<file path="src/rtl/core/stwr_pkg.sv">
// Shared types, codes and defaults for the slot table with hole reuse.
package stwr_pkg;

  localparam int TABLE_DEPTH_DEF = 1024;
  localparam int REF_WIDTH_DEF   = 32;

  // Fixed field widths
  localparam int OBJ_W  = 32;
  localparam int IDX_W  = 10;
  localparam int CAP_W  = 11;
  localparam int HOLE_W = 11;
  localparam int STAT_W = 2;

  localparam logic [CAP_W-1:0] CAP_RESET = 11'd1024;

  localparam logic OP_ADD    = 1'b0;
  localparam logic OP_REMOVE = 1'b1;

  localparam logic [STAT_W-1:0] ST_OK        = 2'd0;
  localparam logic [STAT_W-1:0] ST_OVERFLOW  = 2'd1;
  localparam logic [STAT_W-1:0] ST_BAD_INDEX = 2'd2;
  localparam logic [STAT_W-1:0] ST_EMPTY     = 2'd3;

  typedef struct packed {
    logic             opcode;
    logic [OBJ_W-1:0] object_ref;
    logic [IDX_W-1:0] slot_index;
  } in_beat_t;

  typedef struct packed {
    logic [STAT_W-1:0] status;
    logic [IDX_W-1:0]  assigned_slot;
    logic [CAP_W-1:0]  free_slots;
  } out_beat_t;

endpackage

</file>
<file path="src/rtl/core/stwr_ctrl.sv">
// Sequencer: add/remove, hole scan and top trimming over the entry store.
module stwr_ctrl #(
  parameter int TABLE_DEPTH = stwr_pkg::TABLE_DEPTH_DEF,
  parameter int REF_WIDTH   = stwr_pkg::REF_WIDTH_DEF,
  localparam int AW = $clog2(TABLE_DEPTH)
) (
  input  logic                       clk,
  input  logic                       rst,
  input  logic [stwr_pkg::CAP_W-1:0] cap,
  input  logic                       in_valid,
  output logic                       in_ready,
  input  stwr_pkg::in_beat_t         in_data,
  output logic                       res_valid,
  input  logic                       res_take,
  output stwr_pkg::out_beat_t        res_data,
  output logic                       wr_en,
  output logic [AW-1:0]              wr_addr,
  output logic [REF_WIDTH-1:0]       wr_data,
  output logic                       rd_en,
  output logic [AW-1:0]              rd_addr,
  input  logic [REF_WIDTH-1:0]       rd_data
);

  localparam int TOP_W = $clog2(TABLE_DEPTH + 1);
  localparam int CMP_W = (TOP_W > stwr_pkg::CAP_W ? TOP_W : stwr_pkg::CAP_W) + 1;

  localparam logic [2:0] S_IDLE  = 3'd0;
  localparam logic [2:0] S_SCAN  = 3'd1;
  localparam logic [2:0] S_TRIM  = 3'd2;
  localparam logic [2:0] S_CHECK = 3'd3;
  localparam logic [2:0] S_DONE  = 3'd4;

  logic [2:0]                    state, state_next;
  logic [TOP_W-1:0]              top, top_next;
  logic [stwr_pkg::HOLE_W-1:0]   holes, holes_next;
  logic [AW-1:0]                 ptr, ptr_next;
  logic [AW-1:0]                 idx, idx_next;
  logic [REF_WIDTH-1:0]          ref_q, ref_next;
  logic [stwr_pkg::STAT_W-1:0]   status, status_next;
  logic [AW-1:0]                 slot, slot_next;

  logic [CMP_W-1:0]              cap_eff, top_ext, idx_ext;
  logic [REF_WIDTH-1:0]          new_ref;
  logic [stwr_pkg::CAP_W-1:0]    free_slots;

  always_comb begin
    cap_eff = (CMP_W'(cap) > CMP_W'(TABLE_DEPTH)) ? CMP_W'(TABLE_DEPTH) : CMP_W'(cap);
    top_ext = CMP_W'(top);
    idx_ext = CMP_W'(in_data.slot_index);
    new_ref = REF_WIDTH'(in_data.object_ref);
    free_slots = (cap_eff > top_ext) ? stwr_pkg::CAP_W'(cap_eff - top_ext) : '0;
  end

  always_comb begin
    state_next  = state;
    top_next    = top;
    holes_next  = holes;
    ptr_next    = ptr;
    idx_next    = idx;
    ref_next    = ref_q;
    status_next = status;
    slot_next   = slot;
    wr_en       = 1'b0;
    wr_addr     = ptr;
    wr_data     = '0;
    rd_en       = 1'b0;
    rd_addr     = ptr;
    res_valid   = 1'b0;
    in_ready    = (state == S_IDLE);

    unique case (state)
      S_IDLE: begin
        if (in_valid) begin
          ref_next    = new_ref;
          idx_next    = AW'(in_data.slot_index);
          slot_next   = '0;
          status_next = stwr_pkg::ST_OK;
          state_next  = S_DONE;
          if (in_data.opcode == stwr_pkg::OP_ADD) begin
            if (new_ref == '0) begin
              // null reference: nothing stored
            end else if (top_ext >= cap_eff) begin
              status_next = stwr_pkg::ST_OVERFLOW;
            end else if (holes != '0 && top >= TOP_W'(2)) begin
              rd_en      = 1'b1;
              rd_addr    = AW'(top - TOP_W'(2));
              ptr_next   = AW'(top - TOP_W'(2));
              state_next = S_SCAN;
            end else begin
              wr_en      = 1'b1;
              wr_addr    = AW'(top);
              wr_data    = new_ref;
              slot_next  = AW'(top);
              top_next   = top + 1'b1;
              holes_next = '0;
            end
          end else begin
            if (idx_ext >= top_ext) begin
              status_next = stwr_pkg::ST_BAD_INDEX;
            end else if (idx_ext == top_ext - 1'b1) begin
              // top entry: clear it, then drop past trailing holes
              wr_en    = 1'b1;
              wr_addr  = AW'(in_data.slot_index);
              top_next = top - 1'b1;
              if (top >= TOP_W'(2) && holes != '0) begin
                rd_en      = 1'b1;
                rd_addr    = AW'(top - TOP_W'(2));
                ptr_next   = AW'(top - TOP_W'(2));
                state_next = S_TRIM;
              end
            end else begin
              rd_en      = 1'b1;
              rd_addr    = AW'(in_data.slot_index);
              state_next = S_CHECK;
            end
          end
        end
      end

      S_SCAN: begin
        if (rd_data == '0) begin
          wr_en      = 1'b1;
          wr_addr    = ptr;
          wr_data    = ref_q;
          slot_next  = ptr;
          holes_next = holes - 1'b1;
          state_next = S_DONE;
        end else if (ptr == '0) begin
          // no hole found after all: append
          wr_en      = 1'b1;
          wr_addr    = AW'(top);
          wr_data    = ref_q;
          slot_next  = AW'(top);
          top_next   = top + 1'b1;
          holes_next = '0;
          state_next = S_DONE;
        end else begin
          rd_en    = 1'b1;
          rd_addr  = ptr - 1'b1;
          ptr_next = ptr - 1'b1;
        end
      end

      S_TRIM: begin
        // ptr is always top - 1 here
        if (rd_data != '0) begin
          state_next = S_DONE;
        end else begin
          holes_next = holes - 1'b1;
          top_next   = top - 1'b1;
          if (ptr != '0 && holes != stwr_pkg::HOLE_W'(1)) begin
            rd_en    = 1'b1;
            rd_addr  = ptr - 1'b1;
            ptr_next = ptr - 1'b1;
          end else begin
            state_next = S_DONE;
          end
        end
      end

      S_CHECK: begin
        if (rd_data == '0) begin
          status_next = stwr_pkg::ST_EMPTY;
        end else begin
          wr_en      = 1'b1;
          wr_addr    = idx;
          holes_next = holes + 1'b1;
        end
        state_next = S_DONE;
      end

      S_DONE: begin
        res_valid = 1'b1;
        if (res_take) begin
          state_next = S_IDLE;
        end
      end

      default: begin
        state_next = S_IDLE;
      end
    endcase
  end

  always_comb begin
    res_data.status        = status;
    res_data.assigned_slot = stwr_pkg::IDX_W'(slot);
    res_data.free_slots    = free_slots;
  end

  always_ff @(posedge clk) begin
    if (rst) begin
      state <= S_IDLE;
      top   <= '0;
      holes <= '0;
    end else begin
      state <= state_next;
      top   <= top_next;
      holes <= holes_next;
    end
  end

  always_ff @(posedge clk) begin
    ptr    <= ptr_next;
    idx    <= idx_next;
    ref_q  <= ref_next;
    status <= status_next;
    slot   <= slot_next;
  end

endmodule

</file>
<file path="config.mk">
export PLATFORM = sky130hd
export DESIGN_NAME = stwr_ctrl
export DESIGN_NICKNAME = d
export VERILOG_FILES = /design/src/rtl/core/stwr_pkg.sv /design/src/rtl/core/stwr_ctrl.sv
export SDC_FILE = /design/constraint.sdc
export NUM_CORES = 1
export LEC_CHECK = 0
export ABC_AREA = 0
export ABC_CLOCK_PERIOD_IN_PS = 8200
export BUFFER_PORTS_ARGS = -buffer_cell sky130_fd_sc_hd__buf_4
export CAP_MARGIN = 10
export CORE_ASPECT_RATIO = 0.5
export CORE_MARGIN = 2
export CORE_UTILIZATION = 55
export DETAILED_ROUTE_END_ITERATION = 6
export PLACE_DENSITY = 0.86
export RECOVER_POWER = 100
export SKIP_CTS_REPAIR_TIMING = 1
export SLEW_MARGIN = 10
export SYNTH_ARGS = -nofsm -noshare
export SYNTH_HDL_FRONTEND = slang
export SYNTH_SLANG_ARGS = --single-unit
export TNS_END_PERCENT = 10
</file>
<file path="constraint.sdc">
create_clock -name clk -period 8.2 [get_ports clk]
set_input_delay 0.82 -clock clk [delete_from_list [all_inputs] [get_ports clk]]
set_output_delay 0.82 -clock clk [all_outputs]
set_load 0.05 [all_outputs]
</file>
==> results of run 1 <==
-- cell usage in the layout, fill, tap and decap left out, types with 8 or more instances in the layout --
master and instances:
clkbuf_1 120, nor2_1 93, a21oi_1 73, o21ai_0 65, edfxtp_1 64, nand2_1 63, buf_4 60, a22o_1 46
ha_1 32, inv_1 27, dfxtp_1 25, nand3_1 23, nor4_1 22, nor3_1 21, a211oi_1 20, xnor2_1 20
nor2b_1 16, a31oi_1 15, mux2i_1 15, and3_1 14, xor2_1 14, nand4_1 13, or3_1 11, a21o_1 11
o211ai_1 10, a22oi_1 9, o221ai_1 9, clkbuf_16 9, o21a_1 8
-- sequential cells by signal, summed over array words and instances, names as in the netlist --
signal	count
ref_q	32
status	2
holes	11
idx	10
top	11
ptr	10
state	3
slot	10
-- worst min path at each step --
stage / from / end / cells after the start
2_1_floorplan: holes[9] / holes[9] / 2
3_3_place_gp: holes[9] / holes[9] / 2
3_5_place_dp: holes[9] / holes[9] / 2
4_1_cts: holes[9] / holes[9] / 2
5_1_grt: holes[9] / holes[9] / 2
6_report: holes[9] / holes[9] / 2
-- layout make-up --
class,instances,area (um^2),area share (%)
Multi-Input combinational cell,725,4760,54.7
Sequential cell,89,2420,27.8
Timing Repair Buffer,180,901,10.3
Clock buffer,9,225,2.59
Tap cell,176,220,2.53
Inverter,29,109,1.25
Clock inverter,7,71.3,0.819
-- layer usage --
metal  routed length, um  vias to the layer above  share of wire (%)  track usage (%)
met1               12000                     3980                 40             52.1
met3                4030                       96                 13             12.7
li1                    -                     3765                  -                -
met2               13000                      679                 43             63.0
met5                   0                        -                  0                0
met4                 928                        0                3.1             13.9
-- power groups by stage --
stage	clock (mW)	combinational [mW]	sequential, mW
detailed placement	0	2.09	0.759
floorplan	0	1.51	0.716
global route	0.438	2.13	0.766
CTS	0.422	2.10	0.748
global placement	0	2.08	0.757
finish	0.423	2.01	0.761
-- cell families (layout without fill, tap and decap cells) --
group           after synthesis  count (layout)
compound gates              338             338
flops                        89              89
simple gates                303             303
buf+inv                      90             225
xor+xnor                     34              34
mux                          17              17
fa+ha+maj                    33              33
-- worst max-delay path, delay by kind of cell, from the launching register on --
kind / cells / cell delay (ps)
simple gates: 3 / 2430
compound gates: 4 / 1670
buf+inv: 2 / 580
flops: 1 / 420
fa+ha+maj: 1 / 290
xor+xnor: 1 / 200
-- metrics by stage --
step	hold slack (ps)	power (mW)	instances
6_report	506	3.20	1215
5_1_grt	546	3.33	1215
4_1_cts	508	3.27	1215
3_5_place_dp	498	2.85	1199
3_3_place_gp	493	2.84	1199
2_1_floorplan	477	2.23	904
==> results by group, run 1 <==
Power
  • Sw Share: ~57%
  • Power Density: 367 mW/mm^2
  • Clk pwr share: 13.2%
  • Switch Pwr: 1.81 mW
  • Sequential share of power: 23.8%
  • Comb pwr share: 63.0%
  • Leakage: ~3.2 nW
  • P_int: 1.39 mW
  • Peak VDD IR: 289 uV

Synthesis
  • Sequential share of the synthesized area: between 30% and 40%
  • Post-synthesis xor/xnor area fraction: 3.93%
  • Top-count cell post-synth: nor2_1
  • Syn avg cell area: 8.39 um^2
  • Total number of yosys warnings: 0
  • Synth top area share: 25.3%
  • Syn_nets: 1027
  • Syn Inst Count: 904
  • Post-synth EDFFs: 64
  • Dominant synthesized flop cell: edfxtp_1
  • Post-synthesis mux area share: 2.28%
  • Top cells by count, synth: nor2_1 (94), a21oi_1 (73), edfxtp_1 (64)
  • Largest family of logic cells by synthesized area: compound AO/OA/AOI/OAI gates
  • Register bit total from synthesis: 89
  • Post-Synth Simple-Gate Area: 20.2%
  • Yosys top cell by area: edfxtp_1
  • Asr flop ratio synth: 0%
  • Compound-Gate Fraction of Synth Area: 31.3%
  • Syn Std Cell Area: approximately 0.0076 mm^2
  • Adder-cell area share of the yosys netlist: approximately 5.5%
  • Dominant cells by area after synthesis: edfxtp_1 (25%), dfxtp_1 (6.6%), a22o_1 (5.3%)
  • Post-synth cell types: 75

Placed design
  • Dpl ws: 2970 ps
  • Input/output buffers: 168
  • RD Place Congestion: around 1.0
  • Post-DP HPWL: 22300 um
  • Area after DPL: just under 0.009 mm^2

Clock tree
  • Max Root-Sink Buffers: 2
  • CTS tree: built
  • Clk slew on worst S/H paths: 80 ps
  • # clock sinks: 89
  • Skew-Pair Late Insertion Delay: 350 ps
  • Cell chosen for the clock root: clkbuf_16
  • Num CTS Buffers: 9
  • CTS H-tree depth: 3

Timing
  • Tcrit/Tclk final: 82.6%
  • Worst-margin pin slew: 1920 ps
  • Clk_skew: 17.8 ps
  • Slew Limit Fails: 75
  • Worst setup margin: around 1400 ps
  • Setup_tns: 0 ps
  • RSZ-0062 raised after global routing: no
  • Highest clock rate: 0.148 GHz
  • Final Hold Fails: 0
  • Final setup viols: 0
  • Period minus WS final: approximately 6800 ps
  • Max-slew headroom: -29.5%

Detailed routing
  • Average wire per standard cell: 24.7 um
  • Drt via density: about 7
  • DRT Wirelength: 30000 um
  • Remaining DRCs: 0
  • Iteration-0 DRC Markers: about 1200
  • Final ANT Viol Nets: 0
  • Drt pass-1 iters: 6
  • Via Count: 8520

Setup path
  • Cell Chain, Critical Path: inv_1 > ha_1 > nor3b_1 > nand3_1 > xnor2_1 > a2111o_1 > nor4_1 > o21ai_0 > a211oi_1 > o221ai_1 > buf_4
  • Crit path DAT: 5950 ps
  • CP Max Fanout: 11
  • Setup crit start kind: register
  • Flop2flop setup slack: around 2500 ps
  • R2R Path Start: top[8]
  • CP endpoint kind: output pin
  • Crit path kind: register to output pin
  • Critical Path Sink: wr_addr[2]
  • Crit-path max cell delay: between 1500 and 2000 ps
  • Reg2reg end: slot[7]
  • Worst r2r path cells: 9
  • CP required: approximately 7400 ps
  • Start point of the critical path: top[1]
  • CP max-delay cell: nor4_1

Floorplan
  • Die outline height: 87.0 um
  • Chip width: 170 um
  • Core area: 0.0135 mm^2
  • Die area: 0.0148 mm^2
  • Top Ports: 169
  • Row count: 30
  • Initial Util: 56.1%

Global routing
  • Grt ovf: 0
  • Antenna violations before repair: 0
  • Largest net degree at the start of global routing: 51
  • First-pass GRT wire length: approximately 45000 um
  • GR Util All Layers: around 40%
  • Vias in the first global route: 8000

Run status
  • Failing checks: capacitance limit, slew limit
  • Status: complete, but fails checks

Finish
  • Final core utilization: 64.4%
  • Layout cells sized above 1: 8.95%
  • Final instance area: 0.00871 mm^2
  • ANT cells: 0
  • Synth-to-Final Area Change: 14.9%
  • Layout Nets: 1157
  • Filler cell count: 1237

Min path
  • Hold crit path type: register to register

Job
  • Max-cap viol count: 5
No activity file was read; power rests on OpenSTA's default activity.
==> inputs of run 2 (changes only) <==
--- a/config.mk
+++ b/config.mk
@@ -6,7 +6,7 @@
 export NUM_CORES = 1
 export LEC_CHECK = 0
 export ABC_AREA = 0
-export ABC_CLOCK_PERIOD_IN_PS = 8200
+export ABC_CLOCK_PERIOD_IN_PS = 6730
 export BUFFER_PORTS_ARGS = -buffer_cell sky130_fd_sc_hd__buf_4
 export CAP_MARGIN = 10
 export CORE_ASPECT_RATIO = 0.5
==> constraint.sdc (replaced) <==
create_clock -name clk -period 6.73 [get_ports clk]
set_input_delay 0.673 -clock clk [delete_from_list [all_inputs] [get_ports clk]]
set_output_delay 0.673 -clock clk [all_outputs]
set_load 0.05 [all_outputs]
==> results by group, run 2 (synthesis gave the netlist of run 1 again) <==
Timing
  • Period minus WS final: 6060 ps
  • Slew Limit Fails: 27 (-64%)
  • Worst setup margin: 667 ps (-761 ps)
  • Worst-margin pin slew: 1620 ps (-299 ps)
  • Clk_skew: 11.8 ps (-6.03 ps)
  • Final setup viols: 0 (unchanged)
  • Final Hold Fails: 0 (unchanged)
  • Max-slew headroom: -8.33% (+21 points)
  • RSZ-0062 raised after global routing: no
  • Highest clock rate: 0.165 GHz
  • Tcrit/Tclk final: 90.1%
  • Setup_tns: 0 ps (unchanged)

Floorplan
  • Die outline height: 87.0 um (unchanged)
  • Row count: 30 (unchanged)
  • Chip width: 170 um (unchanged)
  • Die area: 0.0148 mm^2 (unchanged)
  • Core area: 0.0135 mm^2 (unchanged)
  • Top Ports: 169 (unchanged)
  • Initial Util: 56.1% (unchanged)

Finish
  • Filler cell count: 1262 (+2.0%)
  • Max FFs per register: 32 (unchanged)
  • Area used by multi-input combinational logic: 0.00478 mm^2 (+0.42%)
  • Biggest regs: ref_q x32, holes x11, top x11
  • Commonest non-fill, non-tap cell in the layout: clkbuf_1
  • Synth-to-Final Area Change: 15.2%
  • Reg area: 0.00242 mm^2 (unchanged)
  • Register with the most flip-flops: ref_q
  • Final instance area: 0.00874 mm^2 (+0.34%)
  • Commonest non-fill, non-tap cells in the layout: clkbuf_1 (118), nor2_1 (93), a21oi_1 (73), o21ai_0 (65), edfxtp_1 (64)
  • ANT cells: 0 (unchanged)
  • Layout cells sized above 1: 8.96% (about the same)
  • Layout Nets: 1156 (-0.086%)

Clock tree
  • CTS H-tree depth: 3 (unchanged)
  • CTS tree: built
  • Num CTS Buffers: 9 (unchanged)
  • Clk slew on worst S/H paths: 70 ps (about the same)
  • Cell chosen for the clock root: clkbuf_16
  • Max Root-Sink Buffers: 2 (unchanged)
  • Skew-Pair Late Insertion Delay: 360 ps (about the same)
  • # clock sinks: 89 (unchanged)

Setup path
  • CP Max Fanout: 12 (+1)
  • CP bufs+invs: 2 (unchanged)
  • Crit-path max cell delay: 860 ps (-700 ps)
  • CP required: 6060 ps (-1320 ps)
  • Cell Chain, Critical Path: inv_1 > ha_1 > nor3b_1 > nand3_1 > xnor2_1 > a2111oi_0 > nand3_1 > nand2_1 > o221ai_1 > a32oi_1 > clkbuf_1
  • Start point of the critical path: top[1]
  • Largest delay share family, worst path: simple AND/OR/NAND/NOR gates
  • CP endpoint kind: output pin
  • Crit path kind: register to output pin
  • CP max-delay cell: a2111oi_0
  • Setup crit start kind: register
  • R2R Path Start: top[4]
  • Cell mode on critical path: nand3_1
  • Crit path DAT: 5390 ps (-560 ps)

Global routing
  • Grt ovf: 0 (unchanged)
  • Largest net degree at the start of global routing: 51 (unchanged)
  • Antenna violations before repair: 1 (+1)
  • GR Util All Layers: 39.2% (-0.75 points)
  • First-pass GRT wire length: 44100 um (-1.7%)
  • Vias in the first global route: 7704 (-3.7%)

Power
  • Peak VDD IR: 328 uV (+14%)
  • Leakage: 3.17 nW (+0.68%)
  • Power Density: 447 mW/mm^2 (+22%)

Detailed routing
  • Post-Route M1 WL: 11800 um (-1.5%)
  • Top Metal Used: met5
  • Metal2 WL: 12600 um (-2.6%)
  • Drt via density: 7.13 (+1.7%)
  • DRT Wirelength: 29600 um (-1.1%)
  • Drt pass-1 iters: 7 (+1)
  • Average wire per standard cell: 24.4 um (-1.0%)
  • Via Count: 8659 (+1.6%)
  • Final ANT Viol Nets: 0 (unchanged)
  • DR WL met3: 3840 um (-4.8%)
  • Iteration-0 DRC Markers: 1466 (+20%)
  • Remaining DRCs: 0 (unchanged)

Placed design
  • Post-DP HPWL: 21900 um (-1.6%)
  • Input/output buffers: 168 (unchanged)
  • Area after DPL: 0.00889 mm^2 (about the same)
  • RD Place Congestion: 1.01 (-0.29%)
  • Dpl ws: 1740 ps (-1230 ps)

Run status
  • Failing checks: capacitance limit, slew limit
  • Status: complete, but fails checks

Min path
  • Worst Hold Launch: holes[9]
  • Hold crit path type: register to register

Job
  • Max-cap viol count: 1 (-4)
-- run 2: changes by cell type in the layout (fill, tap and decap cells not counted), sizes merged --
cell / before / now
clkinv: 4 / 5
inv: 30 / 31
clkbuf: 129 / 127
buf: 60 / 61
clkinvlp: 2 / 0
-- run 2: metrics by stage --
step / power (mW) / hold slack (ps) / instances / util (%)
3_3_place_gp: 3.44 / 491 / 1198 / 65.8
6_report: 3.91 / 547 / 1214 / 64.7
3_5_place_dp: 3.46 / 529 / 1198 / 65.8
2_1_floorplan: 2.71 / 477 / 904 / -
5_1_grt: 4.06 / 553 / 1214 / 64.7
4_1_cts: 3.99 / 500 / 1214 / 68.1
-- run 2: cell type report --
cell class	count	area share, %
clock buffer	9	2.58
sequential	89	27.7
inverter	29	1.25
multi-input combinational	725	54.7
tap	176	2.52
timing repair buffer	179	10.3
clock inverter	7	0.931
-- run 2: path summary, 6_finish.rpt --
path / to / slack, ps / cells after the start
worst max-delay path: rd_addr[7] / 670 / 11
worst min-delay path: holes[9] / 550 / 2
worst max register to register: slot[6] / 1520 / 9
worst min register to register: holes[9] / 550 / 2
-- run 2: worst register-to-register path, delay by kind of cell, from the launching register on --
family | cells | cell delay [ps]
AOI/OAI and AO/OA | 5 | 3120
adders and majority gates | 1 | 410
buffers and inverters | 1 | 260
DFF | 1 | 700
and+or+nand+nor | 2 | 530
-- run 2: per-layer routing --
layer,vias up,track usage (%)
li1,3779,-
met1,4038,52.4
met2,711,60.1
met3,129,10.6
met4,2,17.1
met5,-,0
-- run 2: report_power, final --
| part | leakage (nW) | internal, mW | switching, mW |
|---|---|---|---|
| Clock | 0.150 | 0.266 | 0.261 |
| Combinational | 2.21 | 0.680 | 1.78 |
| Sequential | 0.816 | 0.741 | 0.179 |
| Total | 3.17 | 1.69 | 2.22 |
==> inputs of run 3 (changes only) <==
--- a/config.mk
+++ b/config.mk
@@ -14,7 +14,6 @@
 export CORE_UTILIZATION = 55
 export DETAILED_ROUTE_END_ITERATION = 6
 export PLACE_DENSITY = 0.86
-export RECOVER_POWER = 100
 export SKIP_CTS_REPAIR_TIMING = 1
 export SLEW_MARGIN = 10
 export SYNTH_ARGS = -nofsm -noshare
==> results by group, run 3 (synthesis gave the netlist of run 1 again) <==
Run status
  • Status: finished clean

Global routing
  • Met3 usage: 10.6% (unchanged)
  • Vias in the first global route: 7704 (unchanged)
  • Global route hottest layer: met2
  • First-pass GRT wire length: 44100 um (unchanged)
  • GR Util All Layers: 39.2% (unchanged)
  • Global-route met2 utilization: 60.1% (unchanged)
  • Largest net degree at the start of global routing: 51 (unchanged)
  • Antenna violations before repair: 1 (unchanged)
  • M1 GR Usage: 52.4% (unchanged)
  • Grt ovf: 0 (unchanged)

Placed design
  • Input/output buffers: 168 (unchanged)
  • RD Place Congestion: 1.01 (unchanged)
  • Dpl ws: 1740 ps (unchanged)
  • Post-DP HPWL: 21900 um (unchanged)
  • Area after DPL: 0.00889 mm^2 (unchanged)
  • Placed instance count: 1198 (unchanged)

Finish
  • Final instance area: 0.00922 mm^2 (+5.6%)
  • Max FFs per register: 32 (unchanged)
  • Synth-to-Final Area Change: 21.7%
  • Final core utilization: 68.3% (+3.6 points)
  • Commonest non-fill, non-tap cells in the layout: buf_4 (179), nor2_1 (93), a21oi_1 (73), edfxtp_1 (64)
  • Layout Cells excl Fill: 1215 (+0.082%)
  • Layout cells sized above 1: 21.4% (+12 points)
  • Register with the most flip-flops: ref_q
  • Biggest regs: ref_q x32, holes x11, top x11
  • Commonest non-fill, non-tap cell in the layout: buf_4
  • Filler cell count: 1126 (-11%)
  • Layout Nets: 1156 (unchanged)

Detailed routing
  • Drt via density: 7.07 (-0.84%)
  • Remaining DRCs: 0 (unchanged)
  • Average wire per standard cell: 24.5 um (+0.26%)
  • Drt pass-1 iters: 6 (-1)
  • Final ANT Viol Nets: 0 (unchanged)
  • Via Count: 8593 (-0.76%)
  • Iteration-0 DRC Markers: 1400 (-4.5%)
  • DRT Wirelength: 29700 um (+0.34%)

Min path
  • Hold crit path type: primary input to register
  • Worst Hold Launch: in_data[27]

Clock tree
  • Clk slew on worst S/H paths: 80 ps (about the same)
  • Cell chosen for the clock root: clkbuf_16
  • Skew-Pair Late Insertion Delay: 350 ps (about the same)
  • CTS H-tree depth: 3 (unchanged)
  • Max Root-Sink Buffers: 2 (unchanged)
  • CTS tree: built
  • # clock sinks: 89 (unchanged)
  • Num CTS Buffers: 9 (unchanged)

Timing
  • Setup_tns: 0 ps (unchanged)
  • Highest clock rate: 0.185 GHz (+12%)
  • Slew Limit Fails: 0 (-100%)
  • RSZ-0062 raised after global routing: no
  • Final Hold Fails: 0 (unchanged)
  • Period minus WS final: 5420 ps (-647 ps)
  • Clk_skew: 10.1 ps (-1.62 ps)
  • Max-slew headroom: 15.9% (+24 points)
  • Final setup viols: 0 (unchanged)
  • Worst setup margin: 1310 ps (+647 ps)
  • Worst-margin pin slew: 1250 ps (-377 ps)
  • Tcrit/Tclk final: 80.5% (-9.6 points)

Floorplan
  • Die area: 0.0148 mm^2 (unchanged)
  • Top Ports: 169 (unchanged)
  • Chip width: 170 um (unchanged)
  • Core area: 0.0135 mm^2 (unchanged)
  • Row count: 30 (unchanged)
  • Initial Util: 56.1% (unchanged)
  • Die outline height: 87.0 um (unchanged)

Power
  • Switch Pwr: 2.23 mW (+0.59%)
  • Clk pwr share: 12.9% (-0.6 points)
  • Sw Share: 54.8% (-2.0 points)
  • Peak VDD IR: 352 uV (+7.4%)
  • Comb pwr share: 64.4% (+1.4 points)
  • Leakage: 3.64 nW (+15%)
  • P_int: 1.84 mW (+9.2%)
  • Power Density: 442 mW/mm^2 (-1.2%)
  • Sequential share of power: 22.7% (-0.9 points)

Setup path
  • CP required: 6060 ps (about the same)
  • Start point of the critical path: top[1]
  • Crit path kind: register to output pin
  • CP endpoint kind: output pin
  • Setup crit start kind: register
  • CP Max Fanout: 12 (unchanged)
  • R2R Path Start: top[1]
  • Crit path DAT: 4740 ps (-650 ps)

Job
  • Max-cap viol count: 0 (-1)
[run 3: cell types whose count changed in the layout (fill, tap and decap cells not counted), moves of 2 or more]
cell,change
buf_4,+118
clkbuf_1,-118
o21ai_0,-2
or2_0,-2
or2_2,+2
[run 3: area by class of cell]
cell class	count	area, um^2	area share (%)
clock inverters	7	81.3	0.882
flip-flops and latches	89	2420	26.3
well taps	176	220	2.39
diodes	1	2.50	0.0271
clock buffers	9	225	2.44
multi-input cells	725	4820	52.3
repair buffers	179	1340	14.6
inverters	29	109	1.18
[run 3: path summary, 6_finish.rpt]
kind	to	slack, ps	cells past startpoint
worst max-delay path	rd_addr[7]	1310	11
worst min-delay path	ref_q[17]	510	1
worst max register to register	ptr[2]	2240	9
worst min register to register	holes[9]	550	2
[run 3: critical path: stages (launching register included)]
cell and delay (ps):
dfxtp_1 390, inv_1 410, ha_1 300, nor3b_2 430
nand3_1 190, xnor2_1 180, a2111oi_0 850, nand3_1 360
nand2_1 440, o221ai_1 200, a32oi_1 360, buf_4 260
[run 3: layer usage]
metal	wire length (um)	vias up
met2	12400	721
met3	3860	151
met4	1510	2
met1	11900	3957
li1	-	3762
met5	16	-
[run 3: power by group through the flow]
| stage | clock (mW) | sequential, mW | combinational (mW) |
|---|---|---|---|
| 2_1_floorplan | 0 | 0.873 | 1.84 |
| 3_3_place_gp | 0 | 0.915 | 2.52 |
| 3_5_place_dp | 0 | 0.921 | 2.54 |
| 4_1_cts | 0.531 | 0.909 | 2.55 |
| 5_1_grt | 0.546 | 0.930 | 2.76 |
| 6_report | 0.526 | 0.923 | 2.63 |
[run 3: through the flow]
stage                     hold WS (ps)  power [mW]
final                              508        4.08
after global routing               505        4.24
after CTS                          500        3.99
after detailed placement           529        3.46
after global placement             491        3.44
after floorplan                    477        2.71
